## src/sed_pkg.sv

```systemverilog
`timescale 1ns / 1ps
// Shared types and constants for the string escape decoder.
// No dependencies; imported by every module of the block.
package sed_pkg;

    typedef struct packed {
        logic [7:0] in_byte;
        logic       in_last;
    } in_t;

    typedef struct packed {
        logic [7:0] out_byte;
        logic       byte_valid;
        logic       run_last;
        logic       string_end;
        logic [1:0] status;
    } out_t;

    localparam int MaxRes   = 5;
    localparam int ResIdxW  = $clog2(MaxRes + 1);
    localparam int PktDepth = 4;
    localparam int PktPtrW  = $clog2(PktDepth);

    typedef struct packed {
        logic [7:0] data;
        logic       valid;
        logic [1:0] status;
    } slot_t;

    // All results caused by one input byte
    typedef struct packed {
        logic [ResIdxW-1:0]       count;
        logic                     last;
        slot_t [MaxRes-1:0]       slot;
    } pkt_t;

    localparam logic [1:0] STATUS_OK      = 2'd0;
    localparam logic [1:0] STATUS_BAD_UNI = 2'd1;
    localparam logic [1:0] STATUS_BAD_ESC = 2'd2;

    localparam logic [7:0] CH_BSLASH = 8'h5C;
    localparam logic [7:0] CH_U      = 8'h75;
    localparam logic [7:0] CH_QMARK  = 8'h3F;

endpackage

```

## src/sed_front.sv

```systemverilog
`timescale 1ns / 1ps
// Parser: takes one raw byte per request and builds the packet of results it causes.
// Depends on sed_pkg.
module sed_front
    import sed_pkg::*;
(
    input  logic clk,
    input  logic rst_n,
    input  logic accept,
    input  in_t  item,
    output pkt_t pkt,
    output logic pkt_push
);

    typedef enum logic [6:0] {
        M_PLAIN   = 7'b0000001,
        M_ESC     = 7'b0000010,
        M_HEX1    = 7'b0000100,
        M_HIGH    = 7'b0001000,
        M_HIGH_BS = 7'b0010000,
        M_HEX2    = 7'b0100000,
        M_DROP    = 7'b1000000
    } mode_t;

    function automatic pkt_t pkt_add(pkt_t p, logic [7:0] b, logic v, logic [1:0] s);
        pkt_t r;
        r = p;
        if (p.count < ResIdxW'(MaxRes))
        begin
            r.slot[p.count] = '{data: b, valid: v, status: s};
            r.count = p.count + ResIdxW'(1);
        end
        return r;
    endfunction

    function automatic pkt_t emit_bmp(pkt_t p, logic [15:0] cp);
        pkt_t r;
        r = p;
        if (cp[15:11] == 5'b11011)
        begin
            r = pkt_add(r, CH_QMARK, 1'b1, STATUS_OK);
        end
        else if (cp < 16'h0080)
        begin
            r = pkt_add(r, cp[7:0], 1'b1, STATUS_OK);
        end
        else if (cp < 16'h0800)
        begin
            r = pkt_add(r, {3'b110, cp[10:6]}, 1'b1, STATUS_OK);
            r = pkt_add(r, {2'b10, cp[5:0]}, 1'b1, STATUS_OK);
        end
        else
        begin
            r = pkt_add(r, {4'b1110, cp[15:12]}, 1'b1, STATUS_OK);
            r = pkt_add(r, {2'b10, cp[11:6]}, 1'b1, STATUS_OK);
            r = pkt_add(r, {2'b10, cp[5:0]}, 1'b1, STATUS_OK);
        end
        return r;
    endfunction

    mode_t       mode_reg, mode_next;
    logic [1:0]  cnt_reg, cnt_next;
    logic [11:0] acc_reg, acc_next;
    logic [9:0]  hi_reg, hi_next;
    logic [1:0]  err_reg, err_next;

    logic [7:0]  c;
    logic        last;
    logic        is_digit, is_letter, hex_ok;
    logic [3:0]  d;
    logic [15:0] cp;
    logic        esc_ok, esc_u;
    logic [7:0]  esc_b;
    logic        do_esc;
    logic [4:0]  plane;
    pkt_t        p;

    assign c    = item.in_byte;
    assign last = item.in_last;

    assign is_digit  = (c >= 8'h30) && (c <= 8'h39);
    assign is_letter = ((c >= 8'h61) && (c <= 8'h66)) || ((c >= 8'h41) && (c <= 8'h46));
    assign hex_ok    = is_digit || is_letter;
    assign d         = is_digit ? c[3:0] : (c[3:0] + 4'd9);
    assign cp        = {acc_reg, d};
    assign plane     = {1'b0, hi_reg[9:6]} + 5'd1;

    always_comb
    begin
        esc_ok = 1'b1;
        esc_u  = 1'b0;
        esc_b  = c;
        unique case (c)
            8'h6E: esc_b = 8'h0A;
            8'h74: esc_b = 8'h09;
            8'h72: esc_b = 8'h0D;
            8'h5C: esc_b = 8'h5C;
            8'h22: esc_b = 8'h22;
            8'h61: esc_b = 8'h07;
            8'h76: esc_b = 8'h0B;
            8'h3F: esc_b = 8'h3F;
            8'h66: esc_b = 8'h0C;
            8'h62: esc_b = 8'h08;
            8'h75: esc_u = 1'b1;
            default: esc_ok = 1'b0;
        endcase
    end

    always_comb
    begin
        p         = '0;
        mode_next = mode_reg;
        cnt_next  = cnt_reg;
        acc_next  = acc_reg;
        hi_next   = hi_reg;
        err_next  = err_reg;
        do_esc    = 1'b0;

        unique case (mode_reg) inside
            M_PLAIN:
            begin
                if (c == CH_BSLASH)
                    mode_next = M_ESC;
                else
                    p = pkt_add(p, c, 1'b1, STATUS_OK);
            end
            M_ESC:
            begin
                do_esc = 1'b1;
            end
            M_HEX1, M_HEX2:
            begin
                if (!hex_ok)
                begin
                    p         = pkt_add(p, 8'h00, 1'b0, STATUS_BAD_UNI);
                    err_next  = STATUS_BAD_UNI;
                    mode_next = M_DROP;
                end
                else
                begin
                    acc_next = {acc_reg[7:0], d};
                    cnt_next = cnt_reg + 2'd1;
                    if (cnt_reg == 2'd3)
                    begin
                        if (mode_reg == M_HEX1)
                        begin
                            if (cp[15:10] == 6'b110110)
                            begin
                                hi_next   = cp[9:0];
                                mode_next = M_HIGH;
                            end
                            else
                            begin
                                mode_next = M_PLAIN;
                                p = emit_bmp(p, cp);
                            end
                        end
                        else
                        begin
                            mode_next = M_PLAIN;
                            if (cp[15:10] == 6'b110111)
                            begin
                                p = pkt_add(p, {5'b11110, plane[4:2]}, 1'b1, STATUS_OK);
                                p = pkt_add(p, {2'b10, plane[1:0], hi_reg[5:2]}, 1'b1,
                                            STATUS_OK);
                                p = pkt_add(p, {2'b10, hi_reg[1:0], cp[9:6]}, 1'b1,
                                            STATUS_OK);
                                p = pkt_add(p, {2'b10, cp[5:0]}, 1'b1, STATUS_OK);
                            end
                            else
                            begin
                                p = pkt_add(p, CH_QMARK, 1'b1, STATUS_OK);
                                p = emit_bmp(p, cp);
                            end
                        end
                    end
                end
            end
            M_HIGH:
            begin
                if (c == CH_BSLASH)
                    mode_next = M_HIGH_BS;
                else
                begin
                    p         = pkt_add(p, CH_QMARK, 1'b1, STATUS_OK);
                    p         = pkt_add(p, c, 1'b1, STATUS_OK);
                    mode_next = M_PLAIN;
                end
            end
            M_HIGH_BS:
            begin
                if (c == CH_U)
                begin
                    mode_next = M_HEX2;
                    cnt_next  = 2'd0;
                    acc_next  = '0;
                end
                else
                begin
                    p      = pkt_add(p, CH_QMARK, 1'b1, STATUS_OK);
                    do_esc = 1'b1;
                end
            end
            M_DROP:
            begin
            end
            default:
            begin
            end
        endcase

        if (do_esc)
        begin
            mode_next = M_PLAIN;
            if (esc_u)
            begin
                mode_next = M_HEX1;
                cnt_next  = 2'd0;
                acc_next  = '0;
            end
            else if (esc_ok)
                p = pkt_add(p, esc_b, 1'b1, STATUS_OK);
            else
            begin
                p         = pkt_add(p, 8'h00, 1'b0, STATUS_BAD_ESC);
                err_next  = STATUS_BAD_ESC;
                mode_next = M_DROP;
            end
        end

        if (last)
        begin
            if (mode_next inside {M_HEX1, M_HEX2})
            begin
                p        = pkt_add(p, 8'h00, 1'b0, STATUS_BAD_UNI);
                err_next = STATUS_BAD_UNI;
            end
            else if (mode_next inside {M_HIGH, M_HIGH_BS})
                p = pkt_add(p, CH_QMARK, 1'b1, STATUS_OK);
            if (p.count == '0)
                p = pkt_add(p, 8'h00, 1'b0, err_next);
        end
        p.last = last;
    end

    assign pkt      = p;
    assign pkt_push = accept && (p.count != '0);

    always_ff @(posedge clk or negedge rst_n)
    begin
        if (!rst_n)
        begin
            mode_reg <= M_PLAIN;
            cnt_reg  <= '0;
            acc_reg  <= '0;
            hi_reg   <= '0;
            err_reg  <= STATUS_OK;
        end
        else if (accept)
        begin
            if (last)
            begin
                mode_reg <= M_PLAIN;
                cnt_reg  <= '0;
                acc_reg  <= '0;
                hi_reg   <= '0;
                err_reg  <= STATUS_OK;
            end
            else
            begin
                mode_reg <= mode_next;
                cnt_reg  <= cnt_next;
                acc_reg  <= acc_next;
                hi_reg   <= hi_next;
                err_reg  <= err_next;
            end
        end
    end

endmodule

```

## src/sed_pkt_fifo.sv

```systemverilog
`timescale 1ns / 1ps
// Short packet queue between the parser and the result serializer.
// Depends on sed_pkg.
module sed_pkt_fifo
    import sed_pkg::*;
(
    input  logic clk,
    input  logic rst_n,
    input  logic wr_en,
    input  pkt_t wr_data,
    input  logic rd_en,
    output pkt_t rd_data,
    output logic full,
    output logic avail
);

    pkt_t               mem_reg [PktDepth];
    logic [PktPtrW-1:0] wr_ptr_reg, rd_ptr_reg;
    logic [PktPtrW:0]   count_reg;

    assign rd_data = mem_reg[rd_ptr_reg];
    assign full    = (count_reg == (PktPtrW + 1)'(PktDepth));
    assign avail   = (count_reg != '0);

    always_ff @(posedge clk)
    begin
        if (wr_en)
            mem_reg[wr_ptr_reg] <= wr_data;
    end

    always_ff @(posedge clk or negedge rst_n)
    begin
        if (!rst_n)
        begin
            wr_ptr_reg <= '0;
            rd_ptr_reg <= '0;
            count_reg  <= '0;
        end
        else
        begin
            if (wr_en)
                wr_ptr_reg <= wr_ptr_reg + PktPtrW'(1);
            if (rd_en)
                rd_ptr_reg <= rd_ptr_reg + PktPtrW'(1);
            if (wr_en && !rd_en)
                count_reg <= count_reg + (PktPtrW + 1)'(1);
            else if (rd_en && !wr_en)
                count_reg <= count_reg - (PktPtrW + 1)'(1);
        end
    end

endmodule

```

## src/sed_back.sv

```systemverilog
`timescale 1ns / 1ps
// Serializer: walks the head packet one result per cycle into the output register while it is empty or popped.
// Depends on sed_pkg.
module sed_back
    import sed_pkg::*;
(
    input  logic clk,
    input  logic rst_n,
    input  pkt_t pkt,
    input  logic pkt_avail,
    output logic pkt_pop,
    output out_t result,
    output logic empty,
    input  logic pop
);

    logic [ResIdxW-1:0] idx_reg;
    logic [ResIdxW-1:0] last_idx;
    logic               at_last, load;
    slot_t              cur;
    out_t               result_reg, result_next;
    logic               valid_reg;

    assign last_idx = pkt.count - ResIdxW'(1);
    assign at_last  = (idx_reg == last_idx);
    assign cur      = pkt.slot[idx_reg];
    assign load     = pkt_avail && (!valid_reg || pop);
    assign pkt_pop  = load && at_last;

    assign result_next = '{out_byte:   cur.data,
                           byte_valid: cur.valid,
                           run_last:   at_last,
                           string_end: at_last && pkt.last,
                           status:     cur.status};

    assign result = result_reg;
    assign empty  = !valid_reg;

    always_ff @(posedge clk)
    begin
        if (load)
            result_reg <= result_next;
    end

    always_ff @(posedge clk or negedge rst_n)
    begin
        if (!rst_n)
        begin
            valid_reg <= 1'b0;
            idx_reg   <= '0;
        end
        else
        begin
            if (load)
            begin
                valid_reg <= 1'b1;
                idx_reg   <= at_last ? '0 : idx_reg + ResIdxW'(1);
            end
            else if (pop)
                valid_reg <= 1'b0;
        end
    end

endmodule

```

## src/string_escape_decoder_utf8.sv

```systemverilog
`timescale 1ns / 1ps
// Top level of the string escape decoder: parser, packet queue and serializer.
// Depends on sed_pkg, sed_front, sed_pkt_fifo and sed_back.

// One escaped byte is taken per cycle while full is low; the parser turns it into a packet
// of zero to four results in the same cycle and writes any non-empty one to a four-entry packet queue.
// Results leave one per cycle from an output register while pop keeps it free, so a byte
// that yields several results (UTF-8 sequences, a '?' before a broken surrogate pair)
// holds the result side until each has left, and full rises only once four packets wait.
// A result reaches the ports by way of the packet queue and then the output register.
module string_escape_decoder_utf8
    import sed_pkg::*;
(
    input  logic clk,
    input  logic rst_n,
    input  logic push,
    output logic full,
    input  in_t  item,
    output logic empty,
    input  logic pop,
    output out_t result
);

    logic accept;
    pkt_t wr_pkt, rd_pkt;
    logic wr_en, rd_en, avail;

    assign accept = push && !full;

    sed_front u_front (
        .clk      (clk),
        .rst_n    (rst_n),
        .accept   (accept),
        .item     (item),
        .pkt      (wr_pkt),
        .pkt_push (wr_en)
    );

    sed_pkt_fifo u_fifo (
        .clk     (clk),
        .rst_n   (rst_n),
        .wr_en   (wr_en),
        .wr_data (wr_pkt),
        .rd_en   (rd_en),
        .rd_data (rd_pkt),
        .full    (full),
        .avail   (avail)
    );

    sed_back u_back (
        .clk       (clk),
        .rst_n     (rst_n),
        .pkt       (rd_pkt),
        .pkt_avail (avail),
        .pkt_pop   (rd_en),
        .result    (result),
        .empty     (empty),
        .pop       (pop)
    );

endmodule

```

## config.mk

```make
export PLATFORM = sky130hd
export DESIGN_NAME = string_escape_decoder_utf8
export DESIGN_NICKNAME = d
export VERILOG_FILES = /design/src/sed_pkg.sv /design/src/sed_front.sv /design/src/sed_pkt_fifo.sv /design/src/sed_back.sv /design/src/string_escape_decoder_utf8.sv
export SDC_FILE = /design/constraint.sdc
export NUM_CORES = 1
export LEC_CHECK = 0
export ABC_AREA = 1
export BUFFER_PORTS_ARGS = -buffer_cell sky130_fd_sc_hd__buf_4
export CELL_PAD_IN_SITES_DETAIL_PLACEMENT = 1
export CELL_PAD_IN_SITES_GLOBAL_PLACEMENT = 1
export CORE_MARGIN = 3
export CORE_UTILIZATION = 50
export DETAILED_ROUTE_END_ITERATION = 10
export PLACE_DENSITY_LB_ADDON = 0.15
export SLEW_MARGIN = 5
export SYNTH_ARGS = -nofsm -noshare
export SYNTH_HDL_FRONTEND = slang
export SYNTH_HIERARCHICAL = 1
export SYNTH_SLANG_ARGS = --single-unit
```

## constraint.sdc

```tcl
create_clock -name clk -period 6.3 [get_ports clk]
set_input_delay 0.315 -clock clk [delete_from_list [all_inputs] [get_ports clk]]
set_output_delay 0.315 -clock clk [all_outputs]
set_load 0.01 [all_outputs]
```

After elaboration in Yosys (flattened, before gate mapping)
Memory sizes are Yosys's and may differ from the RTL's.
Cells that the tools add are included.
Widths: inputs -> output; s select.
{ "totals": {"latchBits": 0, "mem_count": 1, "input_bits": 13, "elab_cells": 467, "mem_bits_rw": 236, "mem_bits_ro": 0, "output_inout_bits": 15, "regBits": 57} }
{ "classes": {"n_div": 0, "add_sub_neg": 23, "shifts": 0, "magnitude_cmp": 51, "muxes": 292, "bitwise": 12, "eq_ne": 27, "n_mul": 0, "reduce_logical": 46} }
{ "mem_list": {"columns": ["memory", "words", "width", "rd", "rd_ports_with_merged_regs", "wr", "line", "source"], "rows": [
  ["u_fifo.mem_reg", 4, 59, 1, 0, 1, "sed_pkt_fifo.sv:17", "pkt_t mem_reg [PktDepth];"]
]} }
{ "ops": {"columns": ["operator", "count"], "rows": [
  ["$mux 55", 62],
  ["$mux 59", 19],
  ["$bwmux 55", 15],
  ["$mux 11", 43],
  ["$demux 11 s3", 14],
  ["$mux 3", 87],
  ["$pmux 59 s4", 1],
  ["$mux 57", 2],
  ["$and 50x50->50", 2],
  ["$not 50->50", 2],
  ["$pmux 8 s10", 1],
  ["$eq 8x7->1 const B", 9],
  ["$mux 7", 9],
  ["$lt 3x4->1 const B", 15],
  ["$mux 10", 6],
  ["$mux 12", 5],
  ["$add 3x1->3 const B", 16],
  ["$ge 3x1->1 const B", 14],
  ["$lt 3x3->1 const B", 14],
  ["$not 20->20", 2],
  ["$or 35x35->35", 1],
  ["$or 7x35->35", 1],
  ["$bmux 11 s3", 1],
  ["$pmux 7 s4", 1],
  ["41 further kinds", 109]
]} }

Depth between registers and ports, before layout
{ "depth": {"depth_word": 74, "ltp_mapped": 31, "depth_no_buf": 31} }

Cells and area by module
Netlist, hierarchy kept.
{ "modules_own_cells": {"columns": ["module", "seq_area_each_um2", "instances", "cells_each", "area_each_um2"], "rows": [
  ["sed_pkt_fifo", 7262.0, 1, 737, 9723.1],
  ["sed_front", 827.0, 1, 631, 3943.8],
  ["sed_back", 490.5, 1, 176, 1224.9],
  ["string_escape_decoder_utf8", 0.0, 1, 2, 10.0]
]} }

Least setup slack after synthesis
OpenSTA, ideal clock, no wires.
{ "synth_timing": {"path_kind": "input port to flip-flop", "from": "input port item[2] (netlist bit)", "to": "memory u_fifo/mem_reg[1][0] (netlist bit) (enable)", "n_path_buf": 1, "setup_ns": 0.413, "stages": 25, "slack_ns": 1.528, "t_required_ns": 5.887, "t_arrival_ns": 4.359, "cell_sequence": "inv_1 ha_1 nand3_1 nand2_1 nand3_4 nand2_4 nand3_4 o21ai_2 nand2_1 inv_1 ha_1 nand2_1 nand2_1 ha_1 xnor2_1 and2_1 nand2_1 nand2_2 nand2_1 nand2_1 nand2_1 a21oi_2 clkbuf_1 nand2_1 inv_1"} }
{ "synth_between": {"elab_chain_cells": 29, "word_cells_on_any_way": 81} }
{ "synth_lines": {"columns": ["element", "line", "source"], "rows": [
  ["start: declaration", "string_escape_decoder_utf8.sv:18", "input in_t item,"],
  ["$ge 8x6->1 / $le 8x6->1 (equally long branches)", "sed_front.sv:81", "assign is_digit = (c >= 8'h30) && (c <= 8'h39);"],
  ["$logic_and 1x1->1", "sed_front.sv:81", null],
  ["$mux 4", "sed_front.sv:84", "assign d = is_digit ? c[3:0] : (c[3:0] + 4'd9);"],
  ["$lt 16x12->1", "sed_front.sv:47", "else if (cp < 16'h0800)"],
  ["$mux 59", "sed_front.sv:47", null],
  ["$mux 59", "sed_front.sv:43", "else if (cp < 16'h0080)"],
  ["$mux 59", "sed_front.sv:39", "if (cp[15:11] == 5'b11011)"],
  ["$mux 59 (on tied branches)", "sed_front.sv:161, sed_front.sv:147", null],
  ["[... 14 more ...]", null, null],
  ["$mux 3", "sed_front.sv:28", "if (p.count < ResIdxW'(MaxRes))"],
  ["$mux 59", "sed_front.sv:240", "if (p.count == '0)"],
  ["$mux 59 *", "sed_front.sv:231", "if (last)"],
  ["$reduce_bool 3->1 *", "sed_front.sv:247", "assign pkt_push = accept && (p.count != '0);"],
  ["$logic_and 1x1->1 *", "sed_front.sv:247", null],
  ["net wr_en", "string_escape_decoder_utf8.sv:26", "logic wr_en, rd_en, avail;"],
  ["$mux 1 *", "sed_pkt_fifo.sv:27", "if (wr_en)"],
  ["$mux 1 (not written as such) *", "sed_pkt_fifo.sv:28", "mem_reg[wr_ptr_reg] <= wr_data;"],
  ["end: declaration", "sed_pkt_fifo.sv:17", null]
]} }
Mark *: on every way through the listed nets, which the timed path passes. The rest lies on a longest branch. The select of a mux whose other input is x is not followed.

Worst setup path after layout
{ "layout_timing": {"from": "register u_front.mode_reg[5]", "to": "memory u_fifo/mem_reg[3][31] (netlist bit) (enable)"} }
{ "layout_between": {"elab_chain_cells": 22, "word_cells_on_any_way": 46} }
{ "layout_lines": {"columns": ["element", "line", "source"], "rows": [
  ["start: declaration", "sed_front.sv:61", "mode_t mode_reg, mode_next;"],
  ["start signal: assignment", "sed_front.sv:271", "mode_reg <= mode_next;"],
  ["$eq 7x3->1", "sed_front.sv:145", "if (mode_reg == M_HEX1)"],
  ["$mux 59", "sed_front.sv:145", null],
  ["$mux 59", "sed_front.sv:143", "if (cnt_reg == 2'd3)"],
  ["$mux 59", "sed_front.sv:133", "if (!hex_ok)"],
  ["$pmux 59 s4", "sed_front.sv:119", "unique case (mode_reg) inside"],
  ["$add 3x1->3 / $lt 3x3->1 (equally long branches)", "sed_front.sv:31, sed_front.sv:28", null],
  ["$mux 3", "sed_front.sv:28", null],
  ["$mux 59", "sed_front.sv:215", "if (esc_u)"],
  ["[... 7 more ...]", null, null],
  ["$mux 3", "sed_front.sv:28", null],
  ["$mux 59", "sed_front.sv:240", null],
  ["$mux 59 *", "sed_front.sv:231", null],
  ["$reduce_bool 3->1 *", "sed_front.sv:247", null],
  ["$logic_and 1x1->1 *", "sed_front.sv:247", null],
  ["net wr_en", "string_escape_decoder_utf8.sv:26", null],
  ["$mux 1 *", "sed_pkt_fifo.sv:27", null],
  ["$mux 1 (not written as such) *", "sed_pkt_fifo.sv:28", null]
]} }
Marks and branches as above.

==> results.sh <==
export IMPL_cp_arrival_ns=5.20
export IMPL_place_hpwl_um=28000
export IMPL_hold_class="primary input to flip-flop"
export IMPL_holdPathEnd="u_back/valid_reg$_DFFE_PN0P_"
export IMPL_reg2reg_slack_ns=1.29
export IMPL_io_pins=28
export IMPL_wl_per_cell_um=21.4
export IMPL_min_from="pop"
export IMPL_slowest_stage="nor2_2"
export IMPL_register_area_um2=8580
export IMPL_cap_violations=0
export IMPL_root_buffer="clkbuf_16"
export IMPL_cp_required_ns=6.50
export IMPL_gp_congestion=0.956
export IMPL_drtPass1Iterations=6
export IMPL_areaGrowthSynthToFinish_pct=9.83
export IMPL_synth_compound_area_share_pct=12.5
export IMPL_multi_input_area_um2=4920
export IMPL_core_area_um2=29000
export IMPL_final_antenna_net_count=0
export IMPL_leakagePower_nw=6.89
export IMPL_netlist_area_um2=14900
export IMPL_grt_overflow_total=0
export IMPL_grt_pass1_wl_um=66200
export IMPL_grt_max_degree=111
export IMPL_cts_buffer_depth=3
export IMPL_start_util_pct=51.4
export IMPL_antenna_found_initial=0
export IMPL_synth_seq_cells=293
export IMPL_drt_iter0_markers=938
export IMPL_grt_use_total_pct=27.0
export IMPL_dr_total_vias=11200
export IMPL_design_area_um2=16400
export IMPL_timing_worst_setup_path_type="flip-flop to flip-flop"
export IMPL_worst_setup_path_end_kind="flip-flop"
export IMPL_postSynth_asyncResetShare_pct=15.0
export IMPL_holdPathStages=4
export IMPL_tritoncts="yes"
export IMPL_max_slew_margin_pct=29.1
export IMPL_clk_pin_slew_worst_paths_ns=0.06
export IMPL_layout_nets=1585
export IMPL_whs_ns=0.104
export IMPL_remaining_drc_errors=0
export IMPL_synth_seq_area_share_pct=57.6
export IMPL_grt_pass1_vias=12000
export IMPL_r2r_cells=23
export IMPL_setup_violations=0
export IMPL_cts_sink_count=293
export IMPL_synth_simple_area_share_pct=18.1
export IMPL_die_area_um2=31900
export IMPL_synth_distinct_cells=47
export IMPL_critical_path_max_fanout=28
export IMPL_via_per_inst=5.70
export IMPL_synth_top_family_by_area="simple AND/OR/NAND/NOR gates"
export IMPL_n_fill_cell=3259
export IMPL_tns_ns=0
export IMPL_cts_htree_levels=2
export IMPL_p_per_area_nw_per_um2=449
export IMPL_portBuffers=27
export IMPL_cpMostUsedCell="nand2_1"
export IMPL_worst_slew_pin_slew_ns=1.06
export IMPL_wirelength_um=42100
export IMPL_avgSynthCellArea_um2=9.64
export IMPL_drive_gt1_share_pct=10.1
export IMPL_ys_flop_type="edfxtp_1"
export IMPL_yosysWarnings=6
export IMPL_cts_resized=0
export IMPL_reg2reg_to="u_fifo/mem_reg[3][31]$_DFFE_PP_"
export IMPL_worstSkewPairLatency_ns=0.52
export IMPL_status="complete, no violations"
export IMPL_reg2reg_from="u_front/mode_reg[5]$_DFFE_PN0P_"
export IMPL_critPathLaunchType="flip-flop"
export IMPL_synthMuxAreaShare_pct=0
export IMPL_ir_drop_uv=224
export IMPL_die_w_um=179
export IMPL_largest_register_ffs=236
export IMPL_syn_inst=1546
export IMPL_period_needed_ns=5.01
export IMPL_cp_cell_sequence="inv_1 -> nand2_2 -> nor2_2 -> nor2_1 -> nor2_4 -> nor2_1 -> nand2_1 -> ha_1 -> nand2_1 -> nand2_1 -> ha_1 -> xnor2_1 -> nand3_1 -> nand2_1 -> nand2_1 -> nand2_2 -> nand2_1 -> nand2_1 -> nand2_1 -> a21oi_2 -> nand2_1 -> inv_2 -> buf_4"
export IMPL_dpl_cell_area_um2=15200
export IMPL_rsz0062_at_grt="false"
export IMPL_antenna_cells=0
export IMPL_synth_fa_ha_area_share_pct=1.48
export IMPL_dieHeight_um=179
export IMPL_slew_violations=0
export IMPL_post_cts_buffers=0
export IMPL_cts_hold_repair_buffers=1
export IMPL_timing_fmax_mhz=200
export IMPL_synth_xor_area_share_pct=0.529
export IMPL_hold_viol_final=0
export IMPL_finClkSkew_ns=0.0337
export IMPL_rows=62
export IMPL_slowest_delay_ns=0.58
export IMPL_min_period_over_period_pct=79.5
export IMPL_synth_edf_count=249
export IMPL_crit_start="u_front/mode_reg[5]$_DFFE_PN0P_"
export IMPL_cts_made_buffers=35
[worst max-delay path by stage]
stage                                                 end  slack, ns  cells after the start
after CTS                 u_fifo/mem_reg[3][31]$_DFFE_PP_       1.26                     23
after global placement    u_fifo/mem_reg[3][53]$_DFFE_PP_       1.28                     26
after global routing      u_fifo/mem_reg[3][12]$_DFFE_PP_       0.74                     23
final                     u_fifo/mem_reg[3][31]$_DFFE_PP_       1.29                     23
after detailed placement  u_fifo/mem_reg[3][44]$_DFFE_PP_       1.09                     27
after floorplan            u_fifo/mem_reg[1][0]$_DFFE_PP_       1.53                     25
[metrics by stage]
step | instances | power, mW | util (%) | worst slack [ns]
after detailed placement | 1901 | 5.41 | 52.6 | 1.09
after floorplan | 1563 | 4.64 | - | 1.53
final | 1965 | 7.34 | 56.4 | 1.29
after CTS | 1965 | 7.40 | 56.4 | 1.26
after global placement | 1901 | 5.26 | 52.6 | 1.28
after global routing | 1965 | 7.80 | 56.4 | 0.740
[cell type report]
cell class	instances	area share, %
Clock buffer	43	5.79
Clock inverter	20	0.994
Inverter	254	5.84
Multi-Input combinational cell	933	30.1
Sequential cell	293	52.5
Tap cell	384	2.94
Timing Repair Buffer	38	1.91
[power by group]
group          internal, mW  switching (mW)  total, mW
sequential             2.65           0.200       2.86
combinational         0.737            1.82       2.55
clock                  1.15           0.779       1.93
total                  4.55            2.80       7.34
[layer usage]
| layer | up-vias | global-route usage, % | part of all wire, % |
|---|---|---|---|
| met1 | 5583 | 33.4 | 41 |
| met2 | 301 | 48.8 | 52 |
| met4 | 0 | 8.96 | 3.0 |
| met5 | - | 0 | 0 |
| li1 | 5234 | - | - |
| met3 | 83 | 3.26 | 4.1 |
[critical path: cells and delay by family, from the launching register on]
| family | cells | cell delay, ns |
|---|---|---|
| xor+xnor | 1 | 0.20 |
| fa+ha+maj | 2 | 0.47 |
| compound gates | 1 | 0.35 |
| buf+inv | 3 | 1.11 |
| flops | 1 | 0.40 |
| simple gates | 16 | 2.17 |
[kinds of logic after synthesis]
family                   Yosys count
AO/OA/AOI/OAI                    277
adder cells (fa/ha/maj)           17
flip-flops                       293
other                              1
buffers and inverters            337
AND/OR/NAND/NOR                  612
XOR/XNOR                           9
[placed cells by master (no fill, tap or decap), drive strengths merged, types with 3 or more instances in the layout]
cell,Yosys,final
o21ai,65,65
buf,66,37
inv,253,255
clkbuf,17,43
nor2,94,94
conb,1,18
o211ai,129,129
dfrtp,43,43
ha,16,16
nor3,5,5
clkinv,1,16
o22ai,27,27
xor2,7,7
o221ai,9,9
nand3,100,100
a21oi,23,23
edfxtp,249,249
nand2,402,402
a22oi,12,12
nand4,9,9
a211oi,3,3
[synth_stat cells (17+ instances only)]
master    count  area [um^2]
a21oi_1      21          105
inv_1       240          901
nor2_1       77          289
buf_2        27          135
o22ai_1      27          169
dfrtp_1      43         1080
o21ai_1      20          100
o21ai_0      43          215
nand2_1     380         1430
o211ai_1    129          968
edfxtp_1    249         7480
clkbuf_1     17         63.8
nand3_1      92          460
buf_4        35          263
No activity file was read; power rests on OpenSTA's default activity.
